--- src/design/stm_pkg.sv ---
// Shared types, constants and helper functions of the sparse-table range-minimum block.
package stm_pkg;

    localparam int POS_W       = 16;
    localparam int LVL_W       = 5;
    localparam int QUEUE_DEPTH = 4;

    typedef enum logic {
        CMD_LOAD  = 1'b0,
        CMD_QUERY = 1'b1
    } cmd_t;

    typedef enum logic {
        ST_RUN,
        ST_BUILD
    } back_state_t;

    // One classified beat travelling from the front to the back.
    typedef struct packed {
        logic              is_query;
        logic              err;
        logic              last;
        logic [LVL_W-1:0]  lvl;
        logic [POS_W-1:0]  pos_a;
        logic [POS_W-1:0]  pos_b;
        logic [31:0]       value;
    } entry_t;

    function automatic logic [31:0] smin(input logic [31:0] a, input logic [31:0] b);
        return ($signed(a) <= $signed(b)) ? a : b;
    endfunction

    // Position of the highest set bit of an 11-bit length.
    function automatic logic [LVL_W-1:0] floor_log2(input logic [10:0] v);
        logic [LVL_W-1:0] k;
        k = '0;
        for (int b = 1; b < 11; b++)
        begin
            if (v[b])
            begin
                k = LVL_W'(b);
            end
        end
        return k;
    endfunction

endpackage

--- src/design/stm_front.sv ---
// Front part: accepts beats, keeps element count and build flag, classifies queries.
module stm_front #(
    parameter int MAX_ELEMENTS = 1024,
    parameter int LEVELS       = 11
) (
    input  logic                 clk,
    input  logic                 rst_n,
    input  logic                 in_valid,
    output logic                 in_ready,
    input  logic                 command,
    input  logic [9:0]           position,
    input  logic [9:0]           right_end,
    input  logic signed [31:0]   element_value,
    input  logic                 last_element,
    input  logic                 q_full,
    output logic                 q_push,
    output stm_pkg::entry_t      q_entry
);

    localparam int CW = $clog2(MAX_ELEMENTS + 1);

    logic [CW-1:0]  count_reg, count_next;
    logic           built_reg, built_next;
    logic           accept, is_query, load_ok, err;
    logic [10:0]    len, posb;
    logic [stm_pkg::LVL_W-1:0] k_raw, k_sat;

    assign in_ready = !q_full;
    assign accept   = in_valid && in_ready;
    assign is_query = (command == stm_pkg::CMD_QUERY);
    assign load_ok  = 32'(position) < 32'(MAX_ELEMENTS);
    assign q_push   = accept && (is_query || load_ok);

    assign err = !built_reg || (position > right_end)
                 || (32'(right_end) >= 32'(count_reg))
                 || (32'(right_end) >= 32'(MAX_ELEMENTS));

    assign len   = 11'(right_end) - 11'(position) + 11'd1;
    assign k_raw = stm_pkg::floor_log2(len);
    assign k_sat = (32'(k_raw) > 32'(LEVELS - 1)) ? stm_pkg::LVL_W'(LEVELS - 1) : k_raw;
    assign posb  = 11'(right_end) + 11'd1 - (11'd1 << k_sat);

    always_comb
    begin
        q_entry.is_query = is_query;
        q_entry.err      = err;
        q_entry.last     = last_element;
        q_entry.lvl      = k_sat;
        q_entry.pos_a    = stm_pkg::POS_W'(position);
        q_entry.pos_b    = stm_pkg::POS_W'(posb);
        q_entry.value    = element_value;
    end

    always_comb
    begin
        count_next = count_reg;
        built_next = built_reg;
        if (accept && !is_query && load_ok)
        begin
            if (last_element)
            begin
                count_next = CW'(32'(position) + 32'd1);
                built_next = 1'b1;
            end
            else
            begin
                built_next = 1'b0;
            end
        end
    end

    always_ff @(posedge clk or negedge rst_n)
    begin
        if (!rst_n)
        begin
            count_reg <= '0;
            built_reg <= 1'b0;
        end
        else
        begin
            count_reg <= count_next;
            built_reg <= built_next;
        end
    end

endmodule

--- config.mk ---
export PLATFORM = sky130hd
export DESIGN_NAME = stm_front
export DESIGN_NICKNAME = d
export VERILOG_FILES = /design/src/design/stm_pkg.sv /design/src/design/stm_front.sv
export SDC_FILE = /design/constraint.sdc
export NUM_CORES = 1
export LEC_CHECK = 0
export BUFFER_PORTS_ARGS = -buffer_cell sky130_fd_sc_hd__buf_4
export CORE_ASPECT_RATIO = 1.4
export CORE_MARGIN = 2
export CORE_UTILIZATION = 35
export CTS_BUF_LIST = sky130_fd_sc_hd__clkbuf_8
export DETAILED_ROUTE_END_ITERATION = 8
export GPL_ROUTABILITY_DRIVEN = 0
export PLACE_DENSITY = 0.71
export REMOVE_ABC_BUFFERS = 1
export SLEW_MARGIN = 20
export SYNTH_ARGS = -nofsm -noshare
export SYNTH_HDL_FRONTEND = slang
export SYNTH_SLANG_ARGS = --single-unit
--- constraint.sdc ---
create_clock -name clk -period 6.9 [get_ports clk]
set_clock_uncertainty 0.05 [all_clocks]
set_input_delay 1.38 -clock clk [delete_from_list [all_inputs] [get_ports clk]]
set_output_delay 1.38 -clock clk [all_outputs]
set_load 0.02 [all_outputs]
==> flow_summary_export.csv <==
group,metric,value,unit
placed_design,numPortBuffers,55,
final_layout,nNetsFinal,588,
yosys,synth.top_cell.area_share,0.2541,
yosys,yosysWarnings,0,
detailed_routing,dr.first_iter.drc_count,127,
final_layout,n_antenna_cell,0,
placed_design,pre_cts_slack,-0.5325,ns
power,clkPwrFrac,0.093,
timing,setup_viol,5,
yosys,seq_area_frac_synth,0.1034,
floorplan,fp.dieH,111.8,microns
timing,drv_slew,0,
final_layout,syn2layout_area_growth,41.47,%
timing,hold_violations,0,
timing,tightest_slew,0.6170,ns
outcome,status,"finished, violations left",
clock_tree,clockBufferDepth,2,
detailed_routing,drc_errors,0,
clock_tree,numCtsBuffers,3,
detailed_routing,first_pass_iters,4,
final_layout,largest_reg_flops,11,
floorplan,io_pins,132,
yosys,netlist_top_cells_area,"ha_1 25%, buf_4 15%, dfrtp_1 10%, inv_1 5.3%, o21ai_0 4.0%",
floorplan,start_util,0.3587,
yosys,ys_async_sr_fraction,1.000,
detailed_routing,vias_per_cell,5.179,
yosys,synth.largest_area_cell,"ha_1",
floorplan,num_rows,39,
power,p_leak,2.067,nW
timing,period_needed,7.180,ns
run,max_cap_violations,0,
critical_path,cp-start-kind,"input port",
clock_tree,cts_max_level,1,
detailed_routing,antenna_left,0,
clock_tree,cts_tree,"yes",
yosys,syn_area,2905,sq um
timing,min_period_over_period,1.041,
min_path,min_path_type,"register to register",
power,p_per_area,166.5,nW/um^2
yosys,syn_inst,367,
critical_path,cp-end-kind,"output pin",
timing,holdWs,0.4302,ns
clock_tree,clkTransAtPathRegs,0.05,ns
timing,slew_headroom,0.5874,
yosys,postSynthAreaPerCell,7.916,sq um
power,power_frac_comb,0.778,
global_route,grt-busiest-layer,"met2",
floorplan,die_width,81,microns
critical_path,arrival,5.75,ns
power,power.internal,385.6,uW
global_route,grt_util_met3,0.06402,
timing,fmax,139.3,MHz
yosys,synth-main-ff-cell,"dfrtp_1",
power,p_total,684.2,uW
yosys,synth_seq_cells,12,
clock_tree,clkSinkCount,12,
critical_path,critPathKind,"input port to output pin",
global_route,grt_max_degree,20,
critical_path,required,5.47,ns
clock_tree,root_buffer,"clkbuf_8",
global_route,overflow,0,
global_route,met1_usage,0.2226,
global_route,grt_pass1_wl,14480,microns
global_route,grt_pass1_vias,2995,
power,p_sw,298.6,uW
timing,setup_ws,-0.2801,ns
final_layout,drive_gt1_frac,0.4390,
detailed_routing,num_vias,2947,
timing,rsz0062_at_grt,"true",
yosys,synth_most_common_cell,"ha_1",
power,ir_drop,0.1316,mV
floorplan,dieArea,9056,sq um
global_route,track_usage,0.2065,
power,p_sw_frac,0.4365,
placed_design,dp_hpwl,7544,microns
floorplan,coreArea,8100,sq um
yosys,yosysUniqueCellTypes,54,
critical_path,crit_fanout,3,
detailed_routing,routed_wl,9648,microns
global_route,grtUsageMet2,0.3598,
yosys,yosys-top-cells-count,"59 x ha_1, 57 x buf_4, 41 x inv_1, 28 x nand2_1, 23 x o21ai_0",
outcome,violations,"negative setup slack",
clock_tree,ctsHoldBuffers,0,
detailed_routing,detail_route.wl_per_cell,16.96,microns
global_route,antenna_found_initial,0,
power,pwr-share-seq,0.130,
clock_tree,clock_latency,0.24,ns
yosys,synth_edf_count,0,
==> power by group through the flow <==
| stage | combinational [mW] | sequential, mW | clock [mW] |
|---|---|---|---|
| final | 0.532 | 0.0887 | 0.0633 |
| after detailed placement | 0.454 | 0.0898 | 0 |
| after floorplan | 0.255 | 0.0882 | 0 |
| after global placement | 0.443 | 0.0892 | 0 |
| after CTS | 0.493 | 0.0886 | 0.0649 |
| after global routing | 0.574 | 0.0904 | 0.0672 |
==> cells by family after synthesis <==
family	Yosys count	synth area share
other	1	0.001291
adder cells (fa/ha/maj)	61	0.2679
XOR/XNOR	19	0.05728
AO/OA/AOI/OAI	83	0.1981
AND/OR/NAND/NOR	89	0.1658
flip-flops	12	0.1034
buffers and inverters	102	0.2063
==> critical path, cell delays in order <==
cell	delay, ns
buf_8	0.08
inv_4	0.03
ha_4	0.26
inv_4	0.04
ha_4	0.15
fa_2	0.36
a211o_1	0.30
a21o_1	0.19
a211oi_2	0.27
buf_4	0.15
buf_4	0.11
o22ai_4	0.06
a21oi_2	0.21
buf_4	0.16
nand4b_1	0.15
ha_2	0.25
ha_4	0.18
fa_2	0.37
a21o_1	0.19
a21oi_2	0.16
o21bai_1	0.11
a21oi_2	0.18
buf_4	0.14
xnor2_2	0.10
buf_4	0.15
==> cells in the final DEF, fill, tap and decap left out, types with 6 or more instances in the layout <==
master   instances
a21o_1           6
nor3_1           6
a21oi_1         12
ha_1            46
o21ai_0         18
o21a_1           8
xnor2_1         10
buf_6            6
a21oi_2          7
nand4_1          6
ha_4            10
nor2b_1          6
inv_1           38
nor2_1          13
nand2_1         26
buf_4          140
conb_1          12
dfrtp_1         12
==> metrics by stage <==
stage,utilization,area [sq um],setup TNS [ns],cells
after floorplan,-,2501,-0.8247,317
after global placement,0.4469,3620,-1.424,551
after detailed placement,0.4469,3620,-1.977,551
after CTS,0.4883,3955,-0.6125,565
after global routing,0.5074,4110,-2.031,569
final,0.5074,4110,-0.9801,569
==> path summary, 6_finish.rpt <==
path / startpoint / endpoint / slack [ns] / cells after the start
max: right_end[1] / q_entry[39] / -0.28 / 25
min: count_reg[7] / count_reg[7] / 0.43 / 2
max reg2reg: count_reg[9] / count_reg[9] / 6.16 / 2
min reg2reg: count_reg[7] / count_reg[7] / 0.43 / 2
max in group asynchronous: rst_n / count_reg[2] / 5.72 / 1
min in group asynchronous: rst_n / count_reg[10] / 0.92 / 1
==> layer usage <==
layer	wire, microns	up-vias
met3	617	29
met1	3565	1398
li1	-	1402
met4	462	2
met2	4970	116
met5	33	-
==> final cells by class <==
type,count,area [sq um]
well taps,102,127.6
multi-input cells,264,2349
repair buffers,147,1134
fillers,750,3990
flip-flops and latches,12,300.3
clock buffers,3,41.29
inverters,41,158.9
==> repair_timing <==
item | in CTS | in global routing
pin swaps | 23 | 16
cloned | 0 | 0
buffers inserted | 11 | 6
hold endpoints to repair | 0 | 0
gates resized for setup | 41 | 26
endpoints found under the setup margin | 6 | 7
(Power assumes the default switching activity.)
