<file path="config.mk">
export PLATFORM = sky130hd
export DESIGN_NAME = stm_queue
export DESIGN_NICKNAME = d
export VERILOG_FILES = /design/src/design/stm_pkg.sv /design/src/design/stm_queue.sv
export SDC_FILE = /design/constraint.sdc
export NUM_CORES = 1
export LEC_CHECK = 0
export ABC_AREA = 1
export BUFFER_PORTS_ARGS = -buffer_cell sky130_fd_sc_hd__buf_2
export CORE_MARGIN = 2
export CORE_UTILIZATION = 25
export DETAILED_ROUTE_END_ITERATION = 12
export GPL_ROUTABILITY_DRIVEN = 1
export HOLD_SLACK_MARGIN = 0.08
export REMOVE_ABC_BUFFERS = 1
export SLEW_MARGIN = 20
export SYNTH_ARGS = -nofsm -noshare
export SYNTH_HDL_FRONTEND = slang
export SYNTH_SLANG_ARGS = --single-unit
</file>
<file path="constraint.sdc">
create_clock -name clk -period 2.5 [get_ports clk]
set_input_delay 0.375 -clock clk [delete_from_list [all_inputs] [get_ports clk]]
set_output_delay 0.375 -clock clk [all_outputs]
set_load 0.02 [all_outputs]
</file>
<file path="src/design/stm_pkg.sv">
// Shared types, constants and helper functions of the sparse-table range-minimum block.
package stm_pkg;

    localparam int POS_W       = 16;
    localparam int LVL_W       = 5;
    localparam int QUEUE_DEPTH = 4;

    typedef enum logic {
        CMD_LOAD  = 1'b0,
        CMD_QUERY = 1'b1
    } cmd_t;

    typedef enum logic {
        ST_RUN,
        ST_BUILD
    } back_state_t;

    // One classified beat travelling from the front to the back.
    typedef struct packed {
        logic              is_query;
        logic              err;
        logic              last;
        logic [LVL_W-1:0]  lvl;
        logic [POS_W-1:0]  pos_a;
        logic [POS_W-1:0]  pos_b;
        logic [31:0]       value;
    } entry_t;

    function automatic logic [31:0] smin(input logic [31:0] a, input logic [31:0] b);
        return ($signed(a) <= $signed(b)) ? a : b;
    endfunction

    // Position of the highest set bit of an 11-bit length.
    function automatic logic [LVL_W-1:0] floor_log2(input logic [10:0] v);
        logic [LVL_W-1:0] k;
        k = '0;
        for (int b = 1; b < 11; b++)
        begin
            if (v[b])
            begin
                k = LVL_W'(b);
            end
        end
        return k;
    endfunction

endpackage

</file>
<file path="src/design/stm_queue.sv">
// Short queue of classified beats between the front and the back.
module stm_queue (
    input  logic             clk,
    input  logic             rst_n,
    input  logic             push,
    input  stm_pkg::entry_t  push_entry,
    output logic             full,
    input  logic             pop,
    output logic             head_valid,
    output stm_pkg::entry_t  head_entry
);

    localparam int PW = $clog2(stm_pkg::QUEUE_DEPTH);

    stm_pkg::entry_t slots_reg [0:stm_pkg::QUEUE_DEPTH-1];
    logic [PW-1:0]   wr_reg, wr_next, rd_reg, rd_next;
    logic [PW:0]     cnt_reg, cnt_next;

    assign full       = (cnt_reg == (PW+1)'(stm_pkg::QUEUE_DEPTH));
    assign head_valid = (cnt_reg != '0);
    assign head_entry = slots_reg[rd_reg];

    always_comb
    begin
        wr_next  = push ? wr_reg + 1'b1 : wr_reg;
        rd_next  = pop ? rd_reg + 1'b1 : rd_reg;
        cnt_next = cnt_reg + (PW+1)'(push) - (PW+1)'(pop);
    end

    always_ff @(posedge clk)
    begin
        if (push)
        begin
            slots_reg[wr_reg] <= push_entry;
        end
    end

    always_ff @(posedge clk or negedge rst_n)
    begin
        if (!rst_n)
        begin
            wr_reg  <= '0;
            rd_reg  <= '0;
            cnt_reg <= '0;
        end
        else
        begin
            wr_reg  <= wr_next;
            rd_reg  <= rd_next;
            cnt_reg <= cnt_next;
        end
    end

endmodule

</file>
==> results of run 1 <==
==> layout make-up <==
| cell class | instances | area share |
|---|---|---|
| Clock buffer | 47 | 0.0625 |
| Timing Repair Buffer | 244 | 0.115 |
| Antenna cell | 3 | 0.000468 |
| Inverter | 302 | 0.0721 |
| Tap cell | 664 | 0.0518 |
| Clock inverter | 17 | 0.00811 |
| Multi-Input combinational cell | 529 | 0.140 |
| Sequential cell | 295 | 0.550 |
==> final timing paths <==
kind | startpoint | to | slack, ns | depth (start not counted)
max reg2reg | wr_reg[0] | slots_reg[2][52] | 0.73 | 5
min | push | wr_reg[0] | 0.13 | 2
min in group asynchronous | rst_n | rd_reg[1] | 0.22 | 2
max | rd_reg[1] | head_entry[71] | 0.1 | 5
max in group asynchronous | rst_n | rd_reg[0] | 2.08 | 2
min reg2reg | wr_reg[0] | wr_reg[0] | 0.54 | 1
==> report_power, final <==
part,internal [uW],switching [uW]
Combinational,2180,4990
Clock,2950,2020
Sequential,6480,229
Total,11600,7240
==> Yosys cell counts <==
library cell,n,share of area
sky130_fd_sc_hd__nand2_1,371,0.11
sky130_fd_sc_hd__inv_1,300,0.091
sky130_fd_sc_hd__edfxtp_1,288,0.70
sky130_fd_sc_hd__nand3_1,146,0.059
sky130_fd_sc_hd__buf_2,31,0.012
sky130_fd_sc_hd__clkbuf_1,10,0.0030
sky130_fd_sc_hd__dfrtp_1,7,0.014
sky130_fd_sc_hd__ha_1,6,0.0060
sky130_fd_sc_hd__buf_1,5,0.0015
sky130_fd_sc_hd__xor2_1,3,0.0021
sky130_fd_sc_hd__inv_2,2,0.00060
sky130_fd_sc_hd__buf_4,1,0.00060
sky130_fd_sc_hd__fa_1,1,0.0016
sky130_fd_sc_hd__nor2_1,1,0.00030
sky130_fd_sc_hd__o21ai_0,1,0.00040
==> routing by layer <==
metal  part of all wire  vias up  global-route usage
met5             0.0018        -                   0
met4              0.022        8              0.0388
met3              0.065       49              0.0321
met2               0.46      207               0.191
met1               0.46     3879               0.151
li1                   -     4132                   -
==> through the flow <==
step           instances  cell area (um2)  setup TNS (ns)  power (uW)
6_report            2101            16100               0       18900
5_1_grt             2101            16100               0       20100
4_1_cts             2098            16000               0       19200
3_5_place_dp        1959            14100               0       13900
3_3_place_gp        1959            14100               0       13800
2_1_floorplan       1126            12200         -185.41       11100
==> kinds of logic after synthesis <==
family                   Yosys count  share of synthesized area
buffers and inverters            349                      0.109
AO/OA/AOI/OAI                      1                   0.000402
AND/OR/NAND/NOR                  518                      0.171
flip-flops                       295                      0.710
XOR/XNOR                           3                    0.00211
adder cells (fa/ha/maj)            7                    0.00765
==> worst register-to-register path, cell delays in order (launching register included) <==
cell	delay, ns
sky130_fd_sc_hd__dfrtp_1	0.42
sky130_fd_sc_hd__inv_1	0.10
sky130_fd_sc_hd__ha_1	0.14
sky130_fd_sc_hd__nand2_1	0.08
sky130_fd_sc_hd__inv_4	0.36
sky130_fd_sc_hd__buf_4	0.37
==> what timing repair did <==
action                                 4_1_cts  5_1_grt
hold buffers                                74        0
gates cloned                                 1        0
endpoints found under the hold margin      296        0
setup endpoints to repair                   29        4
resized for setup                            3        1
buffers inserted                             0        0
pin swaps                                    0        0
==> implementation parameters, run 1 <==
Parameter                              Value

STA
  Hold Violations, Final ... 0
  Setup violators final ... 0
  Setup repair after global routing missed its margin ... no
  Final Slew Violations ... 0
  Worst slew margin relative to its limit ... 0.663
  Final critical-path required period ... 2.40 ns
  Hold Worst Slack ... 0.132 ns
  Highest clock frequency the design can meet ... approximately 420 MHz
  Final Cycle Share ... 0.960
  Slew at the pin with the worst max-slew slack ... 0.506 ns
  Final setup margin ... 0.0999 ns
  Fin Clk Skew ... roughly 0.0094 ns

Placement
  Placement-stage worst setup slack ... 0.495 ns
  Half-perimeter wire length after placement ... 17.4 mm
  Port buffer count ... 149
  Global placer's final weighted congestion ... 0.684

Worst setup path
  Max stage delay cell, worst path ... sky130_fd_sc_hd__dfrtp_4
  Critical path cell sequence ... clkinv_2 -> buf_12 -> nand3_1 -> nand2_1 -> buf_2
  Number of buffer and inverter instances along the worst setup path ... 3
  Critical Path Fanout Max ... 22
  Kind of start point of the critical path ... register
  Gate family responsible for the most delay along the worst path ... buffers and inverters
  Worst EP arrival ... 2.03 ns
  Worst path max stage delay ... 0.43 ns
  Element type at the critical path end ... output pin
  Critical path type ... register to output pin
  CP required ... 2.12 ns

Clock tree
  TritonCTS clock tree ... done
  Cell at the root of the clock tree ... sky130_fd_sc_hd__clkbuf_16
  Clock insertion delay at the later pin of the skew report ... around 0.54 ns
  H-tree Lvls ... 2
  Clock net sink count ... approximately 300
  Total clock buffers created by CTS ... 36
  CTS Buffer Depth ... 3
  CTS clock-pin slew for the worst setup and hold paths ... 0.06 ns

Logic synthesis
  Distinct cells, synth ... 15
  Synth Area per Inst ... 10.6 um2
  Share of the yosys chip area belonging to registers ... 0.710
  Gate Count Post-Synth ... 1173
  Synth warnings ... 0
  Syn Std Cell Area ... 12400 um2
  Number of storage elements in the synthesis netlist ... 295

Global route
  Initial antenna violation count ... 7
  Via count of the first global-routing pass ... approximately 8000
  Maximum number of pins on one net before global-route repair ... 74
  Congestion Overflow GR ... 0
  Global-route total usage across every layer ... 0.117
  First-pass GRT wire length ... between 40 and 50 mm

Power
  Power density over cell area ... 1170 nW/um2
  Leakage power total ... 0.00729 uW
  Maximum resistive drop on vdd ... between 0.0007 and 0.0008 V

Layout
  Nets@finish ... 1491
  Most used cells in the layout excluding fill and tap cells ... 371 x sky130_fd_sc_hd__nand2_1, 296 x sky130_fd_sc_hd__inv_1, 288 x sky130_fd_sc_hd__edfxtp_1
  Post-layout utilization of the core ... 0.327
  Total of fill cells in the finished design ... 4965
  Area of the multi-input gates ... 2250 um2
  Signed area change from the synthesized netlist to the final layout ... 29.2%
  Most common cell after layout, fill and taps aside ... sky130_fd_sc_hd__nand2_1
  Number of flip-flops in the largest register ... 288
  Register area ... approximately 8800 um2
  Layout cell share with drive strength beyond 1 ... 0.161

Routing
  Final wirelength ... 30.2 mm
  Number of DRC violations after detailed-routing iteration 0 ... roughly 420
  Via count of the routed design ... ~8300
  Avg Vias per Cell ... just under 4
  Router iterations before antenna repair ... 5
  Residual DRC ... 0
  Routed wirelength normalized by instance count ... 14.4 um
  Final ANT Viol Nets ... 0

Floorplan
  Floorplan row count ... about 80
  Die boundary height ... 227 um
  Die area ... 51500 um2
  Placeable core region ... 49100 um2
  Die Span X ... 227 um
  Total I/O pin count ... 150
  Starting density of the core ... 0.253

Run status
  Run status ... complete, no violations

Hold path
  Worst min-delay path category ... primary input to register

Job
  Max-capacitance violation count ... 0
No activity file was read; power rests on OpenSTA's default activity.
==> run 2: changes to the inputs <==
--- a/config.mk
+++ b/config.mk
@@ -12,6 +12,7 @@
 export DETAILED_ROUTE_END_ITERATION = 12
 export GPL_ROUTABILITY_DRIVEN = 1
 export HOLD_SLACK_MARGIN = 0.08
+export PLACE_DENSITY_LB_ADDON = 0.25
 export REMOVE_ABC_BUFFERS = 1
 export SLEW_MARGIN = 20
 export SYNTH_ARGS = -nofsm -noshare
==> run 2 against run 1 <==
Effect of this change:
- count of clock-buffer cells in the layout rose by 1
- critical endpoint is now head_entry[48]
- power fell by 1.5%
- global-route usage fell by 0.46 points
- sequential power rose by 0.6%
- core utilization fell by 0.17 points
- fmax rose by 1.2%
==> implementation parameters, run 2 (same netlist as run 1, synthesis figures left out) <==
Parameter                              Value

Job
  Max-capacitance violation count ... 0 (unchanged)

Routing
  Final wirelength ... 29.0 mm (-3.9%)
  Routed wirelength normalized by instance count ... 13.9 um (-3.7%)
  Number of DRC violations after detailed-routing iteration 0 ... 362 (-14%)
  Final ANT Viol Nets ... 0 (unchanged)
  Router iterations before antenna repair ... 4 (-1)
  Residual DRC ... 0 (unchanged)
  Via count of the routed design ... 8040 (-2.8%)
  Avg Vias per Cell ... 3.84 (-2.6%)

Layout
  Most used cells in the layout excluding fill and tap cells ... 371 x sky130_fd_sc_hd__nand2_1, 296 x sky130_fd_sc_hd__inv_1, 288 x sky130_fd_sc_hd__edfxtp_1
  Layout cell share with drive strength beyond 1 ... 0.155 (-0.00595)
  Signed area change from the synthesized netlist to the final layout ... 28.5%
  Most common cell after layout, fill and taps aside ... sky130_fd_sc_hd__nand2_1
  Number of flip-flops in the largest register ... 288 (unchanged)
  Diodes inserted ... 0 (-3)
  Final instance area ... 16000 um2 (-0.52%)
  Nets@finish ... 1490 (-0.067%)

Clock tree
  Clock net sink count ... 295 (unchanged)
  CTS Buffer Depth ... 3 (unchanged)
  H-tree Lvls ... 2 (unchanged)
  Cell at the root of the clock tree ... sky130_fd_sc_hd__clkbuf_16
  CTS clock-pin slew for the worst setup and hold paths ... 0.05 ns (about the same)
  Total clock buffers created by CTS ... 35 (-2.8%)
  TritonCTS clock tree ... done
  Clock insertion delay at the later pin of the skew report ... 0.53 ns (about the same)

Floorplan
  Floorplan row count ... 81 (unchanged)
  Total I/O pin count ... 150 (unchanged)
  Die Span X ... 227 um (unchanged)
  Die boundary height ... 227 um (unchanged)
  Placeable core region ... 49100 um2 (unchanged)
  Starting density of the core ... 0.253 (unchanged)
  Die area ... 51500 um2 (unchanged)

Hold path
  Worst min-delay path category ... primary input to register

STA
  Worst slew margin relative to its limit ... 0.617 (-0.0456)
  Highest clock frequency the design can meet ... 422 MHz (+1.2%)
  Setup violators final ... 0 (unchanged)
  Slew at the pin with the worst max-slew slack ... 0.575 ns (+0.0683 ns)
  Final setup margin ... 0.128 ns (+0.0280 ns)
  TNS Setup ... 0 ns (unchanged)
  Fin Clk Skew ... 0.0142 ns (+0.00480 ns)
  Final Cycle Share ... 0.949 (-0.0112)
  Setup repair after global routing missed its margin ... yes
  Hold Violations, Final ... 0 (unchanged)
  Final Slew Violations ... 0 (unchanged)
  Final critical-path required period ... 2.37 ns (-0.0280 ns)

Worst setup path
  Critical Path Fanout Max ... 60 (+170%)
  CP required ... 2.12 ns (about the same)
  Critical path type ... register to output pin
  Max stage delay cell, worst path ... sky130_fd_sc_hd__dfrtp_4
  Element type at the critical path end ... output pin
  Kind of start point of the critical path ... register
  Worst path max stage delay ... 0.61 ns (+0.18 ns)
  Critical path cell sequence ... inv_6 -> buf_16 -> nand2_1 -> nand3_1 -> nand2_1 -> buf_2
  Most used cell, CP ... sky130_fd_sc_hd__nand2_1
  Worst EP arrival ... 2.00 ns (-0.03 ns)
  Number of buffer and inverter instances along the worst setup path ... 3 (unchanged)
  Gate family responsible for the most delay along the worst path ... flip-flops

Power
  Combinational fraction of design power ... 0.383 (+0.002)
  Internal Dissipation ... 11500 uW (-0.81%)
  Sequential share of power ... 0.363 (+0.007)
  Leakage power total ... 0.00725 uW (-0.52%)
  Switching Share ... 0.380 (-0.00456)
  Net switching component of the power ... 7050 uW (-2.7%)
  Clock power frac ... 0.253 (-0.011)
  Maximum resistive drop on vdd ... 0.000788 V (+5.2%)
  Power density over cell area ... 1160 nW/um2 (-1.0%)

Placement
  Port buffer count ... 149 (unchanged)
  Cell area after placement ... 14100 um2 (-0.23%)
  Half-perimeter wire length after placement ... 15.7 mm (-9.9%)
  Placement-stage worst setup slack ... 0.544 ns (+0.0488 ns)
  Global placer's final weighted congestion ... 0.647 (-5.3%)

Global route
  Maximum number of pins on one net before global-route repair ... 85 (+15%)
  Initial antenna violation count ... 0 (-7)
  Global-route total usage across every layer ... 0.113 (-0.00459)
  First-pass GRT wire length ... 44.1 mm (-2.6%)
  Congestion Overflow GR ... 0 (unchanged)
  Via count of the first global-routing pass ... 7939 (-0.34%)

Run status
  Run status ... complete, no violations
==> run 2: final timing paths <==
kind                       slack (ns)               end  cells after the start  startpoint
max                              0.13    head_entry[48]                      6   rd_reg[0]
min                              0.17         wr_reg[0]                      2        push
max reg2reg                      0.68  slots_reg[0][40]                      5   wr_reg[0]
min reg2reg                      0.53         wr_reg[0]                      1   wr_reg[0]
max in group asynchronous        2.06         rd_reg[1]                      2       rst_n
min in group asynchronous        0.23        cnt_reg[1]                      2       rst_n
==> run 2: per-stage QoR <==
step | util | total power, uW | hold WS [ns] | std cells
CTS | 0.324 | 18800 | 0.130 | 2093
floorplan | - | 11100 | 0.0794 | 1126
global placement | 0.287 | 13800 | 0.229 | 1957
detailed placement | 0.287 | 13900 | 0.242 | 1957
global route | 0.326 | 19900 | 0.183 | 2095
finish | 0.326 | 18600 | 0.174 | 2095
==> run 2: cell type report <==
cell class	instances	area, um2
clock inverter	13	86.3
inverter	302	1140
multi-input combinational	529	2250
fill	4999	33100
clock buffer	48	967
tap	664	831
timing repair buffer	244	1860
sequential	295	8830
==> run 2: routing by layer <==
metal | GRT usage | wire length [um] | vias to the layer above
li1 | - | - | 4121
met1 | 0.145 | 13400 | 3736
met2 | 0.187 | 13700 | 139
met3 | 0.0298 | 1350 | 44
met4 | 0.0325 | 585 | 0
met5 | 0 | 0 | -
==> run 2: repair_timing <==
item,CTS,global route
resized for setup,0,5
hold endpoints to repair,296,0
setup endpoints to repair,10,29
hold buffers,74,0
buffers inserted,1,0
gates cloned,0,2
==> run 2: worst reg2reg max path, cell delays in order, from the launching register on <==
cell and delay (ns):
sky130_fd_sc_hd__dfrtp_1 0.41, sky130_fd_sc_hd__inv_1 0.08, sky130_fd_sc_hd__ha_1 0.20, sky130_fd_sc_hd__nand2_1 0.08
sky130_fd_sc_hd__clkinv_2 0.38, sky130_fd_sc_hd__buf_12 0.35
==> run 2: power groups by stage <==
stage / logic (uW) / clock network [uW] / registers, uW
after CTS: 7160 / 4890 / 6730
after floorplan: 3990 / 0 / 7120
final: 7120 / 4700 / 6740
after detailed placement: 7010 / 0 / 6850
after global routing: 8000 / 5080 / 6830
after global placement: 6990 / 0 / 6830
==> run 3: changes to the inputs <==
--- a/config.mk
+++ b/config.mk
@@ -7,8 +7,8 @@
 export LEC_CHECK = 0
 export ABC_AREA = 1
 export BUFFER_PORTS_ARGS = -buffer_cell sky130_fd_sc_hd__buf_2
-export CORE_MARGIN = 2
-export CORE_UTILIZATION = 25
+export CORE_MARGIN = 1
+export CORE_UTILIZATION = 30
 export DETAILED_ROUTE_END_ITERATION = 12
 export GPL_ROUTABILITY_DRIVEN = 1
 export HOLD_SLACK_MARGIN = 0.08
==> run 3 against run 2 <==
Effect of this change:
- global-route usage up 1.9 points
- clock power grew 3%
- fmax increased by 3.7%
- cell area is 1.7% lower
- worst setup slack improved by 0.084 ns
- largest power group unchanged
==> implementation parameters, run 3 (same netlist as run 1, synthesis figures left out) <==
Parameter                              Value

Hold path
  Worst min-delay path category ... primary input to register

Floorplan
  Total I/O pin count ... 150 (unchanged)
  Die area ... 42200 um2 (-18%)
  Starting density of the core ... 0.304 (+0.0510)
  Die boundary height ... 206 um (-9.4%)
  Floorplan row count ... 74 (-8.6%)
  Die Span X ... 206 um (-9.4%)
  Placeable core region ... 40800 um2 (-17%)

Layout
  Number of flip-flops in the largest register ... 288 (unchanged)
  Final instance area ... 15700 um2 (-1.7%)
  Total of fill cells in the finished design ... 3977 (-20%)
  Most common cell after layout, fill and taps aside ... sky130_fd_sc_hd__nand2_1
  Post-layout utilization of the core ... 0.384 (+0.0589)
  Most used cells in the layout excluding fill and tap cells ... 371 x sky130_fd_sc_hd__nand2_1, 296 x sky130_fd_sc_hd__inv_1, 288 x sky130_fd_sc_hd__edfxtp_1
  Layout cell share with drive strength beyond 1 ... 0.153 (-0.00172)
  Signed area change from the synthesized netlist to the final layout ... 26.3%
  Nets@finish ... 1480 (-0.67%)

Worst setup path
  Critical path origin ... rd_reg[0]
  Critical path type ... register to output pin
  Termination of the worst setup path ... head_entry[27]
  R2r startpoint ... wr_reg[0]
  CP required ... 2.12 ns (about the same)
  R2R Setup Slk ... 0.83 ns (+0.15 ns)
  Critical Path Fanout Max ... 84 (+40%)
  Worst R2R Path Depth ... 5 (unchanged)
  Kind of start point of the critical path ... register
  Element type at the critical path end ... output pin
  Most used cell, CP ... sky130_fd_sc_hd__nand2_1
  Critical path cell sequence ... inv_4 -> buf_12 -> nand2_1 -> nand3_1 -> nand2_1 -> buf_2
  Worst EP arrival ... 1.91 ns (-0.09 ns)
  Reg-to-Reg End ... slots_reg[0][63]
  Worst path max stage delay ... 0.51 ns (-0.10 ns)
  Max stage delay cell, worst path ... sky130_fd_sc_hd__dfrtp_4

Global route
  Congestion Overflow GR ... 0 (unchanged)
  Maximum number of pins on one net before global-route repair ... 89 (+4.7%)
  First-pass GRT wire length ... 42.4 mm (-3.7%)
  Via count of the first global-routing pass ... 7829 (-1.4%)
  Global-route total usage across every layer ... 0.132 (+0.0193)
  Initial antenna violation count ... 1 (+1)

Clock tree
  Clock insertion delay at the later pin of the skew report ... 0.53 ns (about the same)
  Clock net sink count ... 295 (unchanged)
  CTS clock-pin slew for the worst setup and hold paths ... 0.05 ns (about the same)
  Total clock buffers created by CTS ... 35 (unchanged)
  H-tree Lvls ... 2 (unchanged)
  CTS Buffer Depth ... 3 (unchanged)
  Cell at the root of the clock tree ... sky130_fd_sc_hd__clkbuf_16
  Post-CTS Setup Bufs ... 0 (-1)
  TritonCTS clock tree ... done

Routing
  Avg Vias per Cell ... 4.10 (+6.9%)
  Router iterations before antenna repair ... 4 (unchanged)
  Number of DRC violations after detailed-routing iteration 0 ... 303 (-16%)
  Routed wirelength normalized by instance count ... 13.9 um (about the same)
  Final wirelength ... 27.1 mm (-6.7%)
  Final ANT Viol Nets ... 0 (unchanged)
  Via count of the routed design ... 8018 (-0.27%)
  Residual DRC ... 0 (unchanged)

Placement
  Half-perimeter wire length after placement ... 14.2 mm (-9.9%)
  Global placer's final weighted congestion ... 0.701 (+8.3%)
  Cell area after placement ... 13900 um2 (-1.6%)
  Port buffer count ... 149 (unchanged)

STA
  Final critical-path required period ... 2.29 ns (-0.0843 ns)
  Setup violators final ... 0 (unchanged)
  Fin Clk Skew ... 0.0126 ns (-0.00162 ns)
  Highest clock frequency the design can meet ... 437 MHz (+3.7%)
  Final Slew Violations ... 0 (unchanged)
  Worst slew margin relative to its limit ... 0.635 (+0.0177)
  Final Cycle Share ... 0.915 (-0.0337)
  Slew at the pin with the worst max-slew slack ... 0.548 ns (-0.0266 ns)
  Hold Worst Slack ... 0.135 ns (-0.0398 ns)
  Hold Violations, Final ... 0 (unchanged)
  Setup repair after global routing missed its margin ... no
  TNS Setup ... 0 ns (unchanged)

Run status
  Run status ... complete, no violations

Power
  Power density over cell area ... 1170 nW/um2 (+0.66%)
  Maximum resistive drop on vdd ... 0.000854 V (+8.5%)
  Leakage power total ... 0.00720 uW (-0.70%)

Job
  Max-capacitance violation count ... 0 (unchanged)
[run 3: critical path: cells and delay by family, from the launching register on]
family | cells | cell delay [ns]
simple gates | 3 | 0.25
buf+inv | 3 | 0.61
flops | 1 | 0.51
[run 3: cell type report]
class                      count  area (um2)  share of cell area
inverter                     302        1150              0.0731
clock inverter                16         126             0.00805
multi-input combinational    529        2250               0.144
sequential                   295        8830               0.563
timing repair buffer         234        1700               0.108
tap                          532         666              0.0424
antenna                        1        2.50            0.000159
clock buffer                  45         976              0.0622
[run 3: through the flow]
step	worst slack (ns)	std cells	power (uW)
2_1_floorplan	-2.57	1126	11100
3_5_place_dp	0.616	1819	13700
6_report	0.212	1954	18400
4_1_cts	0.0170	1953	18800
5_1_grt	0.0325	1953	19600
3_3_place_gp	0.646	1819	13600
[run 3: worst min-delay path by stage]
| stage | from | endpoint | depth (start not counted) |
|---|---|---|---|
| finish | pop | rd_reg[0] | 2 |
| global route | pop | rd_reg[0] | 2 |
| floorplan | rst_n | cnt_reg[0] | 0 |
| global placement | rst_n | cnt_reg[0] | 1 |
| CTS | pop | rd_reg[0] | 2 |
| detailed placement | rst_n | cnt_reg[0] | 1 |
[run 3: routing by layer]
layer / vias to the layer above / GRT usage / wire length (um)
li1: 4101 / - / -
met1: 3731 / 0.169 / 12400
met2: 150 / 0.217 / 12900
met3: 36 / 0.0285 / 1210
met4: 0 / 0.0521 / 583
met5: - / 0 / 0
[run 3: timing repair]
item | in CTS | in global routing
endpoints found under the setup margin | 0 | 25
hold buffers | 73 | 0
hold endpoints to repair | 295 | 0
resized for setup | 0 | 1
[run 3: power breakdown]
part	leakage, uW	total [uW]	internal, uW	switching, uW
Combinational	0.00393	6800	2040	4770
Sequential	0.00273	6710	6480	226
Clock	0.000547	4850	2950	1900
Total	0.00720	18400	11500	6890
